==> src/rtl/arm_pkg.sv <==
// ----------------------------------------------------------------------------
// arm_pkg: shared types and constants for the autorange resistance meter
// Holds field widths, register indexes and the divider request and answer structs.
// ----------------------------------------------------------------------------
package arm_pkg;

	localparam int SampleW = 24;
	localparam int RefW    = 32;
	localparam int ResW    = 33;

	localparam logic [SampleW-1:0] FullScale = 24'h7fffff;

	// register indexes
	localparam logic [2:0] RegRefCount = 3'd0;
	localparam logic [2:0] RegRef0     = 3'd1;
	localparam logic [2:0] RegRef1     = 3'd2;
	localparam logic [2:0] RegRef2     = 3'd3;
	localparam logic [2:0] RegRef3     = 3'd4;

	// request to the serial divider
	typedef struct packed {
		logic        start;
		logic [63:0] num;
		logic [31:0] den;
	} div_req_t;

	// answer from the serial divider
	typedef struct packed {
		logic        done;
		logic [63:0] quo;
	} div_rsp_t;

endpackage

==> src/rtl/arm_div.sv <==
// ----------------------------------------------------------------------------
// arm_div: bit-serial unsigned divider
// Restoring division, one quotient bit per cycle, 64-bit dividend.
// ----------------------------------------------------------------------------
module arm_div (
	input  logic              clk,
	input  logic              arst_n,
	input  arm_pkg::div_req_t req,
	output arm_pkg::div_rsp_t rsp
);

	logic [63:0] quo_q;
	logic [32:0] rem_q;
	logic [31:0] den_q;
	logic [6:0]  cnt_q;
	logic        busy_q;
	logic        done_q;
	logic [32:0] rem_sh;
	logic [33:0] diff;

	// shift in the next dividend bit and trial subtract
	always_comb begin
		rem_sh = {rem_q[31:0], quo_q[63]};
		diff   = {1'b0, rem_sh} - {2'b00, den_q};
	end

	always_ff @(posedge clk or negedge arst_n) begin
		if (!arst_n) begin
			busy_q <= 1'b0;
			done_q <= 1'b0;
			cnt_q  <= '0;
		end else begin
			done_q <= 1'b0;
			if (req.start) begin
				busy_q <= 1'b1;
				cnt_q  <= 7'd64;
			end else if (busy_q) begin
				cnt_q <= cnt_q - 7'd1;
				if (cnt_q == 7'd1) begin
					busy_q <= 1'b0;
					done_q <= 1'b1;
				end
			end
		end
	end

	// datapath: one quotient bit a cycle
	always_ff @(posedge clk) begin
		if (req.start) begin
			quo_q <= req.num;
			rem_q <= '0;
			den_q <= req.den;
		end else if (busy_q) begin
			if (!diff[33]) begin
				rem_q <= diff[32:0];
				quo_q <= {quo_q[62:0], 1'b1};
			end else begin
				rem_q <= rem_sh;
				quo_q <= {quo_q[62:0], 1'b0};
			end
		end
	end

	assign rsp.done = done_q;
	assign rsp.quo  = quo_q;

endmodule

==> src/rtl/autorange_resistance_meter.sv <==
// ----------------------------------------------------------------------------
// autorange_resistance_meter: auto-ranging four-wire resistance meter
// Scales each in-range converter sample by reference and gain, adjusts the range
// and smooths the result over a moving window.
// ----------------------------------------------------------------------------
// Each request runs up to three serial divisions (raw, gain and mean);
// a restart fills the window instead of the mean division, a smaller
// reference fills it after the raw division alone, a non-positive sample
// skips the gain division, and an overrange answers without any division.
// One request at a time: the next is accepted once the result is taken.
// Reset: ref_count 4, references 0, top reference, gain 0, average restart.
module autorange_resistance_meter #(
	parameter int AVG_DEPTH = 10,
	parameter int MAX_REFS  = 4
) (
	input  logic        clk,
	input  logic        arst_n,
	input  logic        in_valid,
	output logic        in_ready,
	input  logic signed [23:0] adc_sample,
	output logic        out_valid,
	input  logic        out_ready,
	output logic signed [32:0] resistance,
	output logic        overrange,
	output logic [1:0]  ref_select,
	output logic [2:0]  gain_code,
	input  logic        cfg_valid,
	output logic        cfg_ready,
	input  logic [2:0]  cfg_index,
	input  logic [31:0] cfg_data
);

	localparam int PW = (AVG_DEPTH > 1) ? $clog2(AVG_DEPTH) : 1;
	localparam int LimRefs = (MAX_REFS < 4) ? MAX_REFS : 4;
	localparam logic [PW-1:0] LastIdx = PW'(AVG_DEPTH - 1);

	// states
	localparam logic [3:0] StIdle  = 4'd0;
	localparam logic [3:0] StMul   = 4'd1;
	localparam logic [3:0] StDiv1  = 4'd2;
	localparam logic [3:0] StCmp   = 4'd3;
	localparam logic [3:0] StDiv2  = 4'd4;
	localparam logic [3:0] StGain  = 4'd5;
	localparam logic [3:0] StFill  = 4'd6;
	localparam logic [3:0] StSum   = 4'd7;
	localparam logic [3:0] StAvg   = 4'd8;
	localparam logic [3:0] StOut   = 4'd9;
	localparam logic [3:0] StMulS  = 4'd10;
	localparam logic [3:0] StAvgF  = 4'd11;
	localparam logic [3:0] StAvgD  = 4'd12;

	logic [3:0]  state_q;
	logic [2:0]  ref_count_q;
	logic [31:0] ref_q [4];
	logic [1:0]  cur_ref_q;
	logic [2:0]  cur_gain_q;
	logic        restart_q;
	logic [PW-1:0] ptr_q;
	logic [PW-1:0] idx_q;
	logic signed [32:0] win_q [AVG_DEPTH];
	logic signed [23:0] sample_q;
	logic [55:0] prod_s1;
	logic        neg_q;
	logic signed [32:0] raw_q;
	logic signed [32:0] winrd_q;
	logic signed [39:0] sum_q;
	logic signed [32:0] res_q;
	logic        over_q;
	logic        first_q;
	arm_pkg::div_req_t dreq;
	arm_pkg::div_rsp_t drsp;

	logic [1:0]  eff_max;
	logic [1:0]  ref_eff;
	logic [23:0] mag;
	logic signed [33:0] rawv;
	logic signed [40:0] lhs;
	logic signed [40:0] rhs;
	logic [67:0] g9;
	logic [2:0]  kgain;
	logic signed [39:0] avgv;
	logic [39:0] absum;

	// effective reference count minus one, clamped reference and sample magnitude
	always_comb begin
		if (ref_count_q == 3'd0)
			eff_max = 2'd0;
		else if (ref_count_q > 3'(LimRefs))
			eff_max = 2'(LimRefs - 1);
		else
			eff_max = 2'(ref_count_q - 3'd1);
		ref_eff = (cur_ref_q > eff_max) ? eff_max : cur_ref_q;
		mag = sample_q[23] ? 24'(-sample_q) : sample_q;
	end

	assign in_ready  = (state_q == StIdle);
	assign cfg_ready = (state_q == StIdle);

	// configuration writes
	always_ff @(posedge clk or negedge arst_n) begin
		if (!arst_n) begin
			ref_count_q <= 3'd4;
			for (int i = 0; i < 4; i++) ref_q[i] <= '0;
		end else if (cfg_valid && cfg_ready) begin
			case (cfg_index)
				arm_pkg::RegRefCount: ref_count_q <= cfg_data[2:0];
				arm_pkg::RegRef0:     ref_q[0] <= cfg_data;
				arm_pkg::RegRef1:     ref_q[1] <= cfg_data;
				arm_pkg::RegRef2:     ref_q[2] <= cfg_data;
				arm_pkg::RegRef3:     ref_q[3] <= cfg_data;
				default: ;
			endcase
		end
	end

	// saturate raw quotient with sign; range and gain compares, mean magnitude and sign
	always_comb begin
		rawv = neg_q ? -$signed({2'b00, drsp.quo[31:0]}) : $signed({2'b00, drsp.quo[31:0]});
		if (drsp.quo[63:32] != '0)
			rawv = neg_q ? -34'sd4294967296 : 34'sd4294967295;
		else if (!neg_q && rawv > 34'sd4294967295)
			rawv = 34'sd4294967295;
		lhs = 41'(raw_q) * 41'sd10;
		rhs = $signed({9'd0, ref_q[2'(ref_eff - 2'd1)]}) * 41'sd9;
		// floor(9q/10) >= 2^k exactly when 9q >= 10 * 2^k
		g9 = 68'(drsp.quo) * 68'd9;
		kgain = 3'd0;
		for (int k = 1; k < 8; k++)
			if (g9 >= (68'd10 << k)) kgain = 3'(k);
		absum = sum_q[39] ? 40'(-sum_q) : sum_q;
		avgv = sum_q[39] ? -$signed({1'b0, drsp.quo[38:0]})
		                 : $signed({1'b0, drsp.quo[38:0]});
	end

	// divider requests
	always_comb begin
		dreq.start = 1'b0;
		dreq.num   = '0;
		dreq.den   = '0;
		if (state_q == StMulS) begin
			dreq.start = 1'b1;
			dreq.num   = 64'(prod_s1);
			dreq.den   = 32'({8'd0, arm_pkg::FullScale} << cur_gain_q);
		end else if (state_q == StCmp && !(ref_eff != 2'd0 && lhs < rhs) && !sample_q[23]
		             && sample_q != '0) begin
			dreq.start = 1'b1;
			dreq.num   = 64'({8'd0, arm_pkg::FullScale} << cur_gain_q);
			dreq.den   = 32'(sample_q);
		end else if (state_q == StAvgF) begin
			dreq.start = 1'b1;
			dreq.num   = 64'(absum);
			dreq.den   = 32'(AVG_DEPTH);
		end
	end

	arm_div u_div (
		.clk(clk),
		.arst_n(arst_n),
		.req(dreq),
		.rsp(drsp)
	);

	// window memory: one entry written a cycle, read data registered
	always_ff @(posedge clk) begin
		if (state_q == StFill)
			win_q[idx_q] <= raw_q;
		else if (state_q == StGain && !first_q)
			win_q[ptr_q] <= raw_q;
		winrd_q <= win_q[idx_q];
	end

	// sequencer
	always_ff @(posedge clk or negedge arst_n) begin
		if (!arst_n) begin
			state_q    <= StIdle;
			cur_ref_q  <= 2'(LimRefs - 1);
			cur_gain_q <= '0;
			restart_q  <= 1'b1;
			ptr_q      <= '0;
			idx_q      <= '0;
			out_valid  <= 1'b0;
			first_q    <= 1'b0;
		end else begin
			case (state_q)
				StIdle: begin
					if (in_valid) begin
						sample_q  <= adc_sample;
						cur_ref_q <= ref_eff;
						state_q   <= StMul;
					end
				end
				StMul: begin
					if (sample_q == arm_pkg::FullScale) begin
						over_q <= 1'b1;
						res_q  <= '0;
						if (cur_gain_q != '0)
							cur_gain_q <= '0;
						else if (cur_ref_q < eff_max)
							cur_ref_q <= cur_ref_q + 2'd1;
						restart_q <= 1'b1;
						out_valid <= 1'b1;
						state_q   <= StOut;
					end else begin
						over_q  <= 1'b0;
						prod_s1 <= 56'(mag) * 56'(ref_q[cur_ref_q]);
						neg_q   <= sample_q[23];
						state_q <= StMulS;
					end
				end
				StMulS: state_q <= StDiv1;
				StDiv1: begin
					if (drsp.done) begin
						raw_q   <= rawv[32:0];
						state_q <= StCmp;
					end
				end
				StCmp: begin
					if (ref_eff != 2'd0 && lhs < rhs) begin
						cur_ref_q  <= cur_ref_q - 2'd1;
						cur_gain_q <= '0;
						first_q    <= 1'b1;
						idx_q      <= '0;
						state_q    <= StFill;
					end else if (sample_q[23] || sample_q == '0) begin
						cur_gain_q <= '0;
						first_q    <= restart_q;
						state_q    <= StGain;
					end else begin
						first_q <= restart_q;
						state_q <= StDiv2;
					end
				end
				StDiv2: begin
					if (drsp.done) begin
						cur_gain_q <= kgain;
						state_q    <= StGain;
					end
				end
				StGain: begin
					idx_q <= '0;
					if (first_q) begin
						state_q <= StFill;
					end else begin
						ptr_q   <= (ptr_q == LastIdx) ? '0 : ptr_q + PW'(1);
						sum_q   <= '0;
						state_q <= StSum;
					end
				end
				StFill: begin
					idx_q <= idx_q + PW'(1);
					if (idx_q == LastIdx) begin
						ptr_q     <= '0;
						restart_q <= 1'b0;
						res_q     <= raw_q;
						out_valid <= 1'b1;
						state_q   <= StOut;
					end
				end
				StSum: begin
					// the registered read data sits between the read address and the accumulate
					idx_q <= idx_q + PW'(1);
					if (idx_q != '0)
						sum_q <= sum_q + 40'(winrd_q);
					if (idx_q == LastIdx)
						state_q <= StAvg;
				end
				// add the last entry
				StAvg: begin
					sum_q   <= sum_q + 40'(winrd_q);
					state_q <= StAvgF;
				end
				// launch the mean division
				StAvgF: state_q <= StAvgD;
				// restore the sign of the truncated mean
				StAvgD: begin
					if (drsp.done) begin
						res_q     <= avgv[32:0];
						out_valid <= 1'b1;
						state_q   <= StOut;
					end
				end
				StOut: begin
					if (out_ready) begin
						out_valid <= 1'b0;
						state_q   <= StIdle;
					end
				end
				default: state_q <= StIdle;
			endcase
		end
	end

	assign resistance = res_q;
	assign overrange  = over_q;
	assign ref_select = cur_ref_q;
	assign gain_code  = cur_gain_q;

endmodule
==> config.mk <==
export PLATFORM = sky130hd
export DESIGN_NAME = autorange_resistance_meter
export DESIGN_NICKNAME = d
export VERILOG_FILES = /design/src/rtl/arm_pkg.sv /design/src/rtl/arm_div.sv /design/src/rtl/autorange_resistance_meter.sv
export SDC_FILE = /design/constraint.sdc
export NUM_CORES = 2
export LEC_CHECK = 0
export BUFFER_PORTS_ARGS = -buffer_cell sky130_fd_sc_hd__buf_4
export CAP_MARGIN = 5
export CORE_MARGIN = 2
export CORE_UTILIZATION = 65
export DETAILED_ROUTE_END_ITERATION = 7
export PLACE_DENSITY = 0.82
export SLEW_MARGIN = 25
export SYNTH_ARGS = -nofsm -noshare
export SYNTH_HDL_FRONTEND = slang
export SYNTH_SLANG_ARGS = --single-unit
==> constraint.sdc <==
create_clock -name clk -period 15.6 [get_ports clk]
set_clock_uncertainty 0.2 [all_clocks]
set_input_delay 0.78 -clock clk [delete_from_list [all_inputs] [get_ports clk]]
set_output_delay 0.78 -clock clk [all_outputs]
set_load 0.01 [all_outputs]
==> flow_summary.toml <==
[routing]
dr.pass1.iters = 8
drt-total-wl_microns = 202000
vias = 55000
routedWlPerCell_microns = 23.6
ant_nets = 0
drt_iter0_drc = 6223
drc = 8
via_per_inst = 6.43

[logic_synthesis]
postSynth.asyncResetShare = 0.191
synth_area_leaders = "edfxtp_1 (25%), fa_1 (18%), ha_1 (9.4%), dfrtp_1 (5.4%), nand2_1 (4.4%)"
avgSynthCellArea_sq_um = 10.4
ys_ff_latch = 838
yosysSeqAreaShare = 0.326
synth_cell_types = 89
synth-edff-count = 613
yosysTopAreaCell = "edfxtp_1"
syn_nets = 8295
ys.flop_type = "edfxtp_1"
synth_top_area_frac = 0.253
yosysWarnings = 0
netlist_instances = 7021
syn_area_sq_um = 72900

[setup_path]
r2r_slack_ns = 5.01
worst-r2r-cell-count = 38
critPathBufInv = 8
end_kind = "flop"
worst_path_max_delay_cell = "dfstp_2"
critPathTopFamily = "compound AO/OA/AOI/OAI gates"
critical_path_class = "flop to flop"
crit_fanout = 63
cpPeakStageDelay_ns = 0.91
worstPathRequired_ns = 15.72
reg2reg_to = "u_div.quo_q[21]$_DFFE_PP_"
startpoint_type = "flop"
cp_data_arrival_time_ns = 10.71
timing.rr.start = "ref_select[0]$_DFFE_PN1P_"

[layout]
fillers = 7648
nNetsFinal = 8262
layout-drive-gt1-share = 0.104
syn2layout_area_growth_pct = 7.84

[grt]
first_global_vias = 56300
grt_antenna_before_repair = 6
grt_max_degree = 73
grt_usage = 0.354
overflow = 0
grt_pass1_wl_microns = 317000

[clock_tree]
path_clk_slew_ns = 0.07
htreeDepth = 3
cts_tree = "yes"
clkSinkCount = 838
insertion_delay_ns = 0.73
cts_setup_buffers = 0
clockBufferDepth = 3
cts_buffers = 88
cts_root_buf = "clkbuf_16"

[power_and_ir_drop]
p_per_area_nw_per_um2 = 59.3
ir_worst_vdd_mv = 0.103
power.static_leakage_nw = 36.1

[sta]
fmax_mhz = 94.4
drv_slew = 0
tns_ns = 0
rsz0062_at_grt = "false"
relSlewSlack = 0.258
final.period_utilization = 0.679
fin_ws_ns = 5.01
tightest_slew_ns = 1.11
layout_min_cycle_time_ns = 10.59
setup_viol = 0
hold_viol_final = 0

[place]
dp_slack_ns = 5.25
dp_hpwl_microns = 146000
gp_congestion = 0.985
port_buffers = 105

[min_path]
whs_endpoint = "sample_q[15]$_DFFE_PP_"
hp-class = "input port to flop"
hp-start = "adc_sample[15]"
holdPathStages = 1

[floorplan]
ios = 106
dieArea_sq_um = 115000
initial_utilization = 0.657
rows = 122
chipHeight_microns = 339
coreArea_sq_um = 111000
die_w_microns = 339

[flow_run]
maxCapViolations = 0

[status]
status = "finished with violations"
violations = "DRC"
==> synthesized netlist by cell type (56+ instances only) <==
library cell / number
mux2i_1: 67
mux2_2: 146
a21oi_1: 320
ha_1: 547
o211ai_1: 57
a211oi_1: 65
nand2_1: 847
mux4_2: 121
nor2_1: 398
xnor2_1: 152
dfxtp_1: 65
inv_1: 825
dfrtp_1: 156
and2_1: 164
a21o_1: 132
nor3_1: 62
xor2_1: 144
clkbuf_1: 307
nand4_1: 56
edfxtp_1: 613
nor2b_1: 115
nand3_1: 56
o21ai_0: 292
fa_1: 663
==> area by class of cell <==
type	count	area [sq um]	area share
antenna	3	7.51	0.0000955
clock buffer	117	2490	0.0317
clock inverter	49	672	0.00855
inverter	827	3100	0.0395
multi-input combinational	5025	45100	0.574
sequential	838	23700	0.302
tap	1488	1860	0.0237
timing repair buffer	208	1610	0.0205
==> worst reg2reg max path: cells and delay by family (launching register included) <==
kind | cells | cell delay [ns]
AO/OA/AOI/OAI | 14 | 3.12
buffers and inverters | 8 | 2.44
adder cells (fa/ha/maj) | 6 | 1.56
AND/OR/NAND/NOR | 7 | 1.15
flip-flops | 1 | 0.91
multiplexers | 2 | 0.68
XOR/XNOR | 1 | 0.12
==> cell usage in the layout, fill, tap and decap left out, types with 51 or more instances in the layout <==
master     Yosys  final
mux4_2       121    121
a21o_1       132    132
nor3_1        62     60
xnor2_1      152    138
mux2_2       146    146
o211ai_1      57     57
a21oi_1      320    320
nand2_1      847    846
nor2b_1      115    115
inv_1        825    825
and2_1       164    162
mux2i_1       67     66
edfxtp_1     613    613
nand3_1       56     56
o21a_1        53     51
nand4_1       56     56
dfrtp_1      156    151
xor2_1       144    137
dfxtp_1       65     65
nor2_1       398    383
a211oi_1      65     64
fa_1         663    663
ha_1         547    547
o21ai_0      292    291
clkbuf_16      0     88
buf_4          1    204
==> logic make-up (layout without fill, tap and decap cells) <==
group | count (synthesis) | in the layout | synth area share
DFF | 838 | 838 | 0.326
and+or+nand+nor | 1933 | 1933 | 0.123
buffers and inverters | 1158 | 1201 | 0.0597
adders and majority gates | 1210 | 1210 | 0.276
xor gates and xnor gates | 296 | 296 | 0.0356
AOI/OAI and AO/OA | 1251 | 1251 | 0.111
muxes | 334 | 334 | 0.0692
other | 1 | 4 | 0.0000515
==> report_power, final <==
part,switching (mW),total (mW),leakage (nW),internal (mW)
clock network,0.969,2.27,1.53,1.30
logic,0.0170,0.0283,25.9,0.0113
registers,0,2.36,8.68,2.36
total,0.986,4.66,36.1,3.67
==> worst max path at each step <==
stage / start / endpoint / slack (ns) / cells after the start
floorplan: ref_select[0]$_DFFE_PN1P_ / u_div.quo_q[0]$_DFFE_PP_ / 4.08 / 41
global placement: ref_select[0]$_DFFE_PN1P_ / u_div.quo_q[18]$_DFFE_PP_ / 5.45 / 35
detailed placement: sample_q[2]$_DFFE_PP_ / prod_s1[55]$_DFFE_PP_ / 5.25 / 34
CTS: ref_select[0]$_DFFE_PN1P_ / u_div.quo_q[21]$_DFFE_PP_ / 5.20 / 35
global route: ref_select[0]$_DFFE_PN1P_ / u_div.quo_q[8]$_DFFE_PP_ / 4.35 / 36
finish: ref_select[0]$_DFFE_PN1P_ / u_div.quo_q[21]$_DFFE_PP_ / 5.01 / 38
==> routing by layer <==
layer  wire length (microns)  global-route usage  share of wire  up-vias
met3                   21900              0.0792           0.11      588
met2                   92700               0.555           0.46     3130
met4                   10100               0.166          0.050        6
met5                      45                   0        0.00022        -
li1                        -                   -              -    24100
met1                   76900               0.473           0.38    27200
==> flip-flops by register name, indices dropped and copies added, names as in the netlist, 2 cells and up <==
name / cells
state_q: 4
u_div.quo_q: 64
ref_count_q: 3
gain_code: 3
win_q: 330
ref_q: 128
sample_q: 24
ref_select: 2
winrd_q: 33
u_div.rem_q: 32
u_div.cnt_q: 7
raw_q: 33
idx_q: 4
prod_s1: 56
ptr_q: 4
resistance: 33
u_div.den_q: 31
sum_q: 40
==> what timing repair did <==
item	4_1_cts	5_1_grt
resized for setup	0	0
hold buffers	1	0
hold endpoints to repair	42	0
==> metrics by stage <==
stage / cell area [sq um] / hold slack [ns] / util / power, mW / instances
after floorplan: 72900 / 0.261 / - / 2.41 / 7021
after global placement: 75300 / 0.283 / 0.679 / 2.44 / 8383
after detailed placement: 75400 / 0.298 / 0.679 / 2.44 / 8385
after CTS: 78600 / 0.0370 / 0.708 / 4.67 / 8552
after global routing: 78600 / 0.0579 / 0.708 / 4.76 / 8554
final: 78600 / 0.0711 / 0.708 / 4.66 / 8555
Power figures use the tool's default switching activity.
